File: config.mk
export PLATFORM = sky130hd
export DESIGN_NAME = up_down_counter_with_decimal_scan
export DESIGN_NICKNAME = d
export VERILOG_FILES = /design/src/rtl/core/udc_pkg.sv /design/src/rtl/core/udc_ctrl.sv /design/src/rtl/core/udc_datapath.sv /design/src/rtl/core/up_down_counter_with_decimal_scan.sv
export VERILOG_INCLUDE_DIRS = /design/src /design/src/rtl/core
export SDC_FILE = /design/constraint.sdc
export NUM_CORES = 1
export LEC_CHECK = 0
export ABC_AREA = 1
export BUFFER_PORTS_ARGS = -buffer_cell sky130_fd_sc_hd__buf_2
export CAP_MARGIN = 20
export CORE_ASPECT_RATIO = 1.4
export CORE_MARGIN = 2
export CORE_UTILIZATION = 39
export DETAILED_ROUTE_END_ITERATION = 8
export GPL_TIMING_DRIVEN = 0
export PLACE_DENSITY = 0.53
export SETUP_SLACK_MARGIN = 0.3
export SLEW_MARGIN = 20
export SYNTH_ARGS = -nofsm -noshare
export SYNTH_HDL_FRONTEND = slang
export SYNTH_SLANG_ARGS = --single-unit
File: constraint.sdc
create_clock -name clk -period 6.9 [get_ports clk]
set_input_delay 1.035 -clock clk [delete_from_list [all_inputs] [get_ports clk]]
set_output_delay 1.035 -clock clk [all_outputs]
set_load 0.005 [all_outputs]
File: src/rtl/core/up_down_counter_with_decimal_scan_assert.svh
// assertion macros used by the counter datapath
`ifndef UP_DOWN_COUNTER_WITH_DECIMAL_SCAN_ASSERT_SVH
`define UP_DOWN_COUNTER_WITH_DECIMAL_SCAN_ASSERT_SVH

// same-cycle implication, checked out of reset
`define UDC_ASSERT_SAME(lbl, clk, rstn, ante, cons, msg) \
    lbl: assert property (@(posedge clk) disable iff (!rstn) (ante) |-> (cons)) \
        else $error(msg);

// next-cycle implication, checked out of reset
`define UDC_ASSERT_NEXT(lbl, clk, rstn, ante, cons, msg) \
    lbl: assert property (@(posedge clk) disable iff (!rstn) (ante) |=> (cons)) \
        else $error(msg);

`endif

File: src/rtl/core/udc_pkg.sv
// shared types and constants for the up/down counter with decimal scan
package udc_pkg;

    // configuration register indexes
    localparam int CFG_IDX_W = 2;
    localparam int CFG_DATA_W = 8;
    localparam logic [CFG_IDX_W-1:0] CFG_COUNT_MODE  = 2'd0;
    localparam logic [CFG_IDX_W-1:0] CFG_ACTIVE_EDGE = 2'd1;
    localparam logic [CFG_IDX_W-1:0] CFG_STEP_SIZE   = 2'd2;
    localparam logic [CFG_IDX_W-1:0] CFG_SCAN_PERIOD = 2'd3;

    // configuration reset values
    localparam logic [7:0] STEP_RESET = 8'd1;
    localparam logic [7:0] SCAN_RESET = 8'd5;

    // millisecond counter saturation
    localparam logic [7:0] MS_MAX = 8'd255;

    // quadrature codes
    localparam logic [1:0] QUAD_0 = 2'd0;
    localparam logic [1:0] QUAD_1 = 2'd1;
    localparam logic [1:0] QUAD_2 = 2'd2;
    localparam logic [1:0] QUAD_3 = 2'd3;

    // divide by ten through reciprocal, exact for every MAG_W-bit magnitude (up to 131071)
    localparam int MAG_W = 17;
    localparam logic [15:0] DIV10_RECIP = 16'hCCCD;
    localparam int DIV10_SHIFT = 19;

    typedef enum logic [1:0] {
        ST_IDLE,
        ST_LOAD,
        ST_CONV,
        ST_EMIT
    } udc_state_t;

    typedef struct packed {
        logic accept;
        logic load_mag;
        logic conv_step;
        logic emit;
    } udc_cmd_t;

    typedef struct packed {
        logic changed;
        logic conv_last;
        logic out_free;
    } udc_stat_t;

endpackage

File: src/rtl/core/udc_ctrl.sv
// sequencer for sample intake, digit conversion and result emit
module udc_ctrl
    import udc_pkg::*;
(
    input  logic      clk,
    input  logic      rst_n,
    input  logic      s_tvalid,
    output logic      s_tready,
    input  udc_stat_t stat,
    output udc_cmd_t  cmd
);

    udc_state_t state_reg;
    udc_state_t state_next;

    always_ff @(posedge clk or negedge rst_n)
    begin
        if (!rst_n)
        begin
            state_reg <= ST_IDLE;
        end
        else
        begin
            state_reg <= state_next;
        end
    end

    always_comb
    begin
        state_next = state_reg;
        unique case (state_reg)
            ST_IDLE:
            begin
                if (s_tvalid)
                begin
                    state_next = ST_LOAD;
                end
            end
            ST_LOAD:
            begin
                state_next = stat.changed ? ST_CONV : ST_EMIT;
            end
            ST_CONV:
            begin
                if (stat.conv_last)
                begin
                    state_next = ST_EMIT;
                end
            end
            ST_EMIT:
            begin
                if (stat.out_free)
                begin
                    state_next = ST_IDLE;
                end
            end
            default:
            begin
                state_next = ST_IDLE;
            end
        endcase
    end

    always_comb
    begin
        s_tready      = 1'b0;
        cmd           = '0;
        unique case (state_reg)
            ST_IDLE:
            begin
                s_tready   = 1'b1;
                cmd.accept = s_tvalid;
            end
            ST_LOAD:
            begin
                cmd.load_mag = 1'b1;
            end
            ST_CONV:
            begin
                cmd.conv_step = 1'b1;
            end
            ST_EMIT:
            begin
                cmd.emit = stat.out_free;
            end
            default:
            begin
                s_tready = 1'b0;
            end
        endcase
    end

endmodule

File: src/rtl/core/udc_datapath.sv
// count, digit conversion, scan and output register
`include "up_down_counter_with_decimal_scan_assert.svh"
module udc_datapath
    import udc_pkg::*;
#(
    parameter int DIGIT_COUNT = 4
)
(
    input  logic                  clk,
    input  logic                  rst_n,
    input  logic [7:0]            s_tdata,
    input  logic                  cfg_valid,
    input  logic [CFG_IDX_W-1:0]  cfg_index,
    input  logic [CFG_DATA_W-1:0] cfg_data,
    output logic [23:0]           m_tdata,
    output logic                  m_tuser,
    output logic                  m_tvalid,
    input  logic                  m_tready,
    input  udc_cmd_t              cmd,
    output udc_stat_t             stat
);

    localparam int POS_W = (DIGIT_COUNT > 1) ? $clog2(DIGIT_COUNT) : 1;
    localparam logic [POS_W-1:0] POS_LAST = POS_W'(DIGIT_COUNT - 1);

    // configuration
    logic       count_mode_reg;
    logic       active_edge_reg;
    logic [7:0] step_size_reg;
    logic [7:0] scan_period_reg;

    // counter state
    logic [15:0] count_reg;
    logic [15:0] count_next;
    logic        up_armed_reg;
    logic        down_armed_reg;
    logic [1:0]  last_quad_reg;
    logic        tick_reg;
    logic        changed_reg;

    // conversion
    logic [MAG_W-1:0] mag_reg;
    logic [POS_W-1:0] conv_idx_reg;
    logic [3:0]       digit_reg [DIGIT_COUNT];
    logic [MAG_W+15:0] prod;
    logic [MAG_W-1:0] quot;
    logic [MAG_W-1:0] quot_x10;
    logic [MAG_W-1:0] rem_full;

    // scan
    logic [POS_W-1:0] scan_pos_reg;
    logic [7:0]       ms_elapsed_reg;
    logic [7:0]       ms_sum;
    logic             fire;

    // output word
    logic        m_tvalid_reg;
    logic [15:0] out_count_reg;
    logic [3:0]  out_digit_reg;
    logic [1:0]  out_pos_reg;
    logic        out_write_reg;

    // input fields
    logic       up_pin;
    logic       down_pin;
    logic [1:0] quad_code;
    logic       ms_tick;
    logic       up_act;
    logic       dn_act;
    logic       up_hit;
    logic       dn_hit;
    logic       quad_inc;
    logic       quad_dec;

    assign up_pin    = s_tdata[0];
    assign down_pin  = s_tdata[1];
    assign quad_code = s_tdata[3:2];
    assign ms_tick   = s_tdata[4];

    assign up_act = active_edge_reg ? up_pin : !up_pin;
    assign dn_act = active_edge_reg ? down_pin : !down_pin;
    assign up_hit = up_act && !up_armed_reg;
    assign dn_hit = dn_act && !down_armed_reg;

    assign quad_inc = (last_quad_reg == QUAD_3 && quad_code == QUAD_1) ||
                      (last_quad_reg == QUAD_0 && quad_code == QUAD_2);
    assign quad_dec = (last_quad_reg == QUAD_2 && quad_code == QUAD_0) ||
                      (last_quad_reg == QUAD_1 && quad_code == QUAD_3);

    always_comb
    begin
        count_next = count_reg;
        if (count_mode_reg)
        begin
            if (quad_inc)
            begin
                count_next = count_reg + 16'd1;
            end
            else if (quad_dec)
            begin
                count_next = count_reg - 16'd1;
            end
        end
        else
        begin
            case ({up_hit, dn_hit})
                2'b10:   count_next = count_reg + {8'd0, step_size_reg};
                2'b01:   count_next = count_reg - {8'd0, step_size_reg};
                default: count_next = count_reg;
            endcase
        end
    end

    // one decimal digit per step: quotient by reciprocal, remainder by subtract
    assign prod     = (MAG_W+16)'(mag_reg) * (MAG_W+16)'(DIV10_RECIP);
    assign quot     = MAG_W'(prod >> DIV10_SHIFT);
    assign quot_x10 = (quot << 3) + (quot << 1);
    assign rem_full = mag_reg - quot_x10;

    assign ms_sum = (tick_reg && ms_elapsed_reg != MS_MAX) ? ms_elapsed_reg + 8'd1
                                                            : ms_elapsed_reg;
    assign fire   = ms_sum >= scan_period_reg;

    always_ff @(posedge clk or negedge rst_n)
    begin
        if (!rst_n)
        begin
            count_mode_reg  <= 1'b0;
            active_edge_reg <= 1'b0;
            step_size_reg   <= STEP_RESET;
            scan_period_reg <= SCAN_RESET;
        end
        else if (cfg_valid)
        begin
            unique case (cfg_index)
                CFG_COUNT_MODE:  count_mode_reg  <= cfg_data[0];
                CFG_ACTIVE_EDGE: active_edge_reg <= cfg_data[0];
                CFG_STEP_SIZE:   step_size_reg   <= cfg_data;
                CFG_SCAN_PERIOD: scan_period_reg <= cfg_data;
                default:         step_size_reg   <= step_size_reg;
            endcase
        end
    end

    always_ff @(posedge clk or negedge rst_n)
    begin
        if (!rst_n)
        begin
            count_reg      <= '0;
            up_armed_reg   <= 1'b0;
            down_armed_reg <= 1'b0;
            last_quad_reg  <= '0;
            tick_reg       <= 1'b0;
            changed_reg    <= 1'b0;
        end
        else if (cmd.accept)
        begin
            count_reg   <= count_next;
            tick_reg    <= ms_tick;
            changed_reg <= count_next != count_reg;
            if (count_mode_reg)
            begin
                last_quad_reg <= quad_code;
            end
            else
            begin
                up_armed_reg   <= up_act;
                down_armed_reg <= dn_act;
            end
        end
    end

    always_ff @(posedge clk)
    begin
        if (cmd.load_mag)
        begin
            mag_reg <= count_reg[15] ? (MAG_W'(17'h10000) - {1'b0, count_reg})
                                     : {1'b0, count_reg};
        end
        else if (cmd.conv_step)
        begin
            mag_reg <= quot;
        end
    end

    always_ff @(posedge clk or negedge rst_n)
    begin
        if (!rst_n)
        begin
            conv_idx_reg <= '0;
            for (int i = 0; i < DIGIT_COUNT; i++)
            begin
                digit_reg[i] <= 4'd0;
            end
        end
        else if (cmd.load_mag)
        begin
            conv_idx_reg <= '0;
        end
        else if (cmd.conv_step)
        begin
            digit_reg[conv_idx_reg] <= rem_full[3:0];
            conv_idx_reg            <= conv_idx_reg + POS_W'(1);
        end
    end

    always_ff @(posedge clk or negedge rst_n)
    begin
        if (!rst_n)
        begin
            scan_pos_reg   <= '0;
            ms_elapsed_reg <= '0;
        end
        else if (cmd.emit)
        begin
            if (fire)
            begin
                scan_pos_reg   <= (scan_pos_reg == POS_LAST) ? '0
                                                              : scan_pos_reg + POS_W'(1);
                ms_elapsed_reg <= '0;
            end
            else
            begin
                ms_elapsed_reg <= ms_sum;
            end
        end
    end

    always_ff @(posedge clk or negedge rst_n)
    begin
        if (!rst_n)
        begin
            m_tvalid_reg <= 1'b0;
        end
        else if (cmd.emit)
        begin
            m_tvalid_reg <= 1'b1;
        end
        else if (m_tready)
        begin
            m_tvalid_reg <= 1'b0;
        end
    end

    always_ff @(posedge clk)
    begin
        if (cmd.emit)
        begin
            out_count_reg <= count_reg;
            out_write_reg <= fire;
            out_digit_reg <= fire ? digit_reg[scan_pos_reg] : 4'd0;
            out_pos_reg   <= fire ? 2'(scan_pos_reg) : 2'd0;
        end
    end

    assign stat.changed   = changed_reg;
    assign stat.conv_last = conv_idx_reg == POS_LAST;
    assign stat.out_free  = !m_tvalid_reg || m_tready;

    assign m_tvalid = m_tvalid_reg;
    assign m_tdata  = {2'b00, out_pos_reg, out_digit_reg, out_count_reg};
    assign m_tuser  = out_write_reg;

    `UDC_ASSERT_NEXT(a_emit_loads, clk, rst_n, cmd.emit, m_tvalid_reg,
        "emit did not load the output word")
    `UDC_ASSERT_SAME(a_digit_range, clk, rst_n, m_tvalid_reg && out_write_reg,
        out_digit_reg <= 4'd9, "digit out of decimal range")
    `UDC_ASSERT_SAME(a_blank_digit, clk, rst_n, m_tvalid_reg && !out_write_reg,
        out_digit_reg == 4'd0 && out_pos_reg == 2'd0, "digit fields not blank")
    `UDC_ASSERT_SAME(a_scan_range, clk, rst_n, 1'b1, scan_pos_reg <= POS_LAST,
        "scan position past last digit")

endmodule

File: src/rtl/core/up_down_counter_with_decimal_scan.sv
// each accepted word passes load, the divide-by-ten digit loop (only when the count changed) and emit
// a new word is taken only once the previous one is emitted; emit waits until the output register is free
// the next word is accepted while the previous result waits in the output register
// reset: asynchronous active-low rst_n clears count, arming, scan and digits
// reset config: pin mode, falling edge, step 1, scan period 5 ms
module up_down_counter_with_decimal_scan
    import udc_pkg::*;
#(
    parameter int DIGIT_COUNT = 4
)
(
    input  logic                  clk,
    input  logic                  rst_n,
    // input word
    input  logic                  s_tvalid,
    output logic                  s_tready,
    input  logic [7:0]            s_tdata,   // up_pin, down_pin, quad_code[1:0], ms_tick, pad
    // result word
    output logic                  m_tvalid,
    input  logic                  m_tready,
    output logic [23:0]           m_tdata,   // count_value[15:0], digit_value[3:0],
                                             // digit_position[1:0], pad
    output logic                  m_tuser,   // digit_write
    // config write channel
    input  logic                  cfg_valid,
    output logic                  cfg_ready,
    input  logic [CFG_IDX_W-1:0]  cfg_index,
    input  logic [CFG_DATA_W-1:0] cfg_data
);

    udc_cmd_t  cmd;
    udc_stat_t stat;

    // config writes land at once, the block is idle by contract
    assign cfg_ready = 1'b1;

    // sequencer: idle -> load magnitude -> convert digits (only on change) -> emit
    udc_ctrl u_ctrl (
        .clk      (clk),
        .rst_n    (rst_n),
        .s_tvalid (s_tvalid),
        .s_tready (s_tready),
        .stat     (stat),
        .cmd      (cmd)
    );

    // counter, digit store, scan timer and output register
    udc_datapath #(
        .DIGIT_COUNT (DIGIT_COUNT)
    ) u_datapath (
        .clk       (clk),
        .rst_n     (rst_n),
        .s_tdata   (s_tdata),
        .cfg_valid (cfg_valid),
        .cfg_index (cfg_index),
        .cfg_data  (cfg_data),
        .m_tdata   (m_tdata),
        .m_tuser   (m_tuser),
        .m_tvalid  (m_tvalid),
        .m_tready  (m_tready),
        .cmd       (cmd),
        .stat      (stat)
    );

endmodule

==> impl_metrics.tcl <==
set metrics [dict create \
    worstSetupEndpointType "flip-flop" \
    grt_pass1_wl_um 56200 \
    worst_slack_ps 843 \
    synth_fa_ha_area_frac 0.311 \
    htree_levels 3 \
    drc 0 \
    cts_tree "built" \
    worst_pin_slew_ps 839 \
    clk_pin_slew_worst_paths_ps 90 \
    hold_viol 0 \
    fillers 3361 \
    drive_gt1_frac 0.0690 \
    viasPerCell 4.91 \
    crit_fanout 6 \
    whs_ps 485 \
    syn2layout_area_growth_pct 8.91 \
    final_cell_mix "nand2_1, inv_1, ha_1, nand3_1, o21ai_0" \
    async_flop_share 0.640 \
    arrival_ps 6330 \
    start_util 0.395 \
    status "finished, final reports clean" \
    synth.area.mux_share 0 \
    numCtsBuffers 9 \
    synth_seq_cells 111 \
    rsz0062_at_grt "false" \
    setup_violations 0 \
    post-cts-setup-buffers 0 \
    final_common_cell "nand2_1" \
    die_x_um 157 \
    clock_path_buffers 2 \
    seq_area_frac_synth 0.234 \
    synthSimpleGateAreaFrac 0.220 \
    grt_pass1_vias 11100 \
    synth.distinct_cells 47 \
    final_nets 2007 \
    path_delay_family "adder cells" \
    grt_max_degree 37 \
    first_pass_iters 5 \
    die_area_um2 34200 \
    post-place-ws_ps 834 \
    synth_xor_area_frac 0.0233 \
    antenna_found_initial 0 \
    die_y_um 218 \
    synth-edff-count 40 \
    critPathMaxStageDelay_ps 560 \
    crit_path_start_kind "flip-flop" \
    hp-class "reg -> reg" \
    antenna_left 0 \
    setup_tns_ps 0 \
    crit_top_cell "nand2_1" \
    synthFlopType "dfrtp_1" \
    root_buffer "clkbuf_16" \
    worstSetupPathType "reg -> reg" \
    row_count 78 \
    finish.utilization 0.430 \
    via_count 10600 \
    synth_top_family_by_area "adder cells" \
    coreArea_um2 32300 \
    relSlewSlack 0.441 \
    synth_compound_area_frac 0.0964 \
    netlist_area_um2 12800 \
    path_buf_inv 4 \
    insertion_delay_ps 370 \
    drtIter0Drc 419 \
    slew_violations 0 \
    largest_reg_flops 17 \
    portBuffers 44 \
    grt_usage 0.212 \
    required_ps 7170 \
    ys_warn_count 0 \
    fin_crit_sh 0.878 \
    finalClockSkew_ps 14.2 \
    slowest_stage "edfxtp_1" \
    cts_resized 0 \
    num_antenna_cells 0 \
    fin_crit_ps 6060 \
    clock_sinks 111 \
    maxCapViolations 0 \
    ios 51 \
    cts_hold_buf 0 \
    wl_um 34100 \
    wl_per_cell_um 15.7 \
    gp_congestion 0.894 \
    fmax_ghz 0.165 \
    gr-total-overflow 0 \
    synthCells 1661 \
    avgSynthCellArea_um2 7.68 \
    hpwl_um 28900 \
]
## synthesized netlist by cell type, types with 2 or more instances
| master | instances | share of area |
|---|---|---|
| nand3b_1 | 5 | 0.0029 |
| inv_1 | 326 | 0.096 |
| o21ai_0 | 104 | 0.041 |
| clkinv_1 | 2 | 0.00059 |
| edfxtp_1 | 40 | 0.094 |
| conb_1 | 2 | 0.00059 |
| o21a_1 | 2 | 0.0012 |
| nand3_1 | 114 | 0.045 |
| nand2_1 | 393 | 0.12 |
| a21o_1 | 5 | 0.0029 |
| nor2_2 | 4 | 0.0020 |
| nor3_1 | 10 | 0.0039 |
| dfrtp_1 | 68 | 0.13 |
| clkbuf_1 | 17 | 0.0050 |
| nand2_2 | 5 | 0.0025 |
| o21ai_1 | 8 | 0.0031 |
| nor4_1 | 3 | 0.0015 |
| inv_2 | 9 | 0.0026 |
| o21bai_1 | 2 | 0.0012 |
| buf_2 | 9 | 0.0035 |
| o31ai_1 | 6 | 0.0035 |
| nand3_2 | 3 | 0.0024 |
| o22ai_1 | 9 | 0.0044 |
| dfstp_2 | 3 | 0.0062 |
| nor2_1 | 74 | 0.022 |
| nand4_1 | 22 | 0.011 |
| fa_1 | 88 | 0.14 |
| a21oi_1 | 87 | 0.034 |
| nor2_4 | 6 | 0.0053 |
| ha_1 | 176 | 0.17 |
| xnor2_1 | 10 | 0.0069 |
| and2_1 | 2 | 0.00098 |
| buf_6 | 4 | 0.0035 |
| o211ai_1 | 5 | 0.0029 |
| xor2_1 | 22 | 0.015 |
| buf_4 | 5 | 0.0029 |
## path summary, 6_finish.rpt
path	end	startpoint	cells past startpoint	slack (ps)
worst min-delay path	u_datapath.changed_reg	u_datapath.changed_reg	2	490
worst max register to register	u_datapath.digit_reg[11]	u_datapath.mag_reg[3]	25	840
worst min register to register	u_datapath.changed_reg	u_datapath.changed_reg	2	490
min in group asynchronous	u_datapath.scan_pos_reg[1]	rst_n	1	610
worst max-delay path	u_datapath.digit_reg[11]	u_datapath.mag_reg[3]	25	840
max in group asynchronous	u_datapath.step_size_reg[0]	rst_n	2	5640
## worst register-to-register path, delay by kind of cell, from the launching register on
family / cells / cell delay (ps)
buf+inv: 4 / 260
simple gates: 9 / 720
compound gates: 3 / 490
fa+ha+maj: 8 / 3740
flops: 1 / 560
xor+xnor: 1 / 220
## per-stage QoR
stage | instances | cell area (um^2)
2_1_floorplan | 1663 | 12800
3_3_place_gp | 2147 | 13500
3_5_place_dp | 2149 | 13600
4_1_cts | 2165 | 13900
5_1_grt | 2165 | 13900
6_report | 2165 | 13900
## area by class of cell
| class | count | area (um^2) | share of cell area |
|---|---|---|---|
| clock inverters | 7 | 81.3 | 0.00586 |
| well taps | 440 | 551 | 0.0396 |
| flip-flops and latches | 111 | 2980 | 0.215 |
| plain buffers | 36 | 196 | 0.0141 |
| repair buffers | 46 | 270 | 0.0195 |
| multi-input cells | 1178 | 8310 | 0.599 |
| inverters | 338 | 1270 | 0.0914 |
| clock buffers | 9 | 225 | 0.0162 |
## per-layer routing
metal,part of all wire,vias up,routed length (um),track usage
met3,0.018,71,598,0.0187
li1,-,5427,-,-
met5,0,-,0,0
met4,0.046,0,1560,0.0994
met1,0.38,4970,13100,0.224
met2,0.55,160,18800,0.413
## logic make-up (layout without fill, tap and decap cells)
| group | Yosys count | in the layout |
|---|---|---|
| buffers and inverters | 374 | 436 |
| XOR/XNOR | 33 | 33 |
| adder cells (fa/ha/maj) | 264 | 264 |
| flip-flops | 111 | 111 |
| AO/OA/AOI/OAI | 231 | 231 |
| AND/OR/NAND/NOR | 646 | 646 |
| other | 2 | 4 |
Power is not shown: default switching activity piles up to over one toggle a cycle in this logic, so the estimate is an artifact.
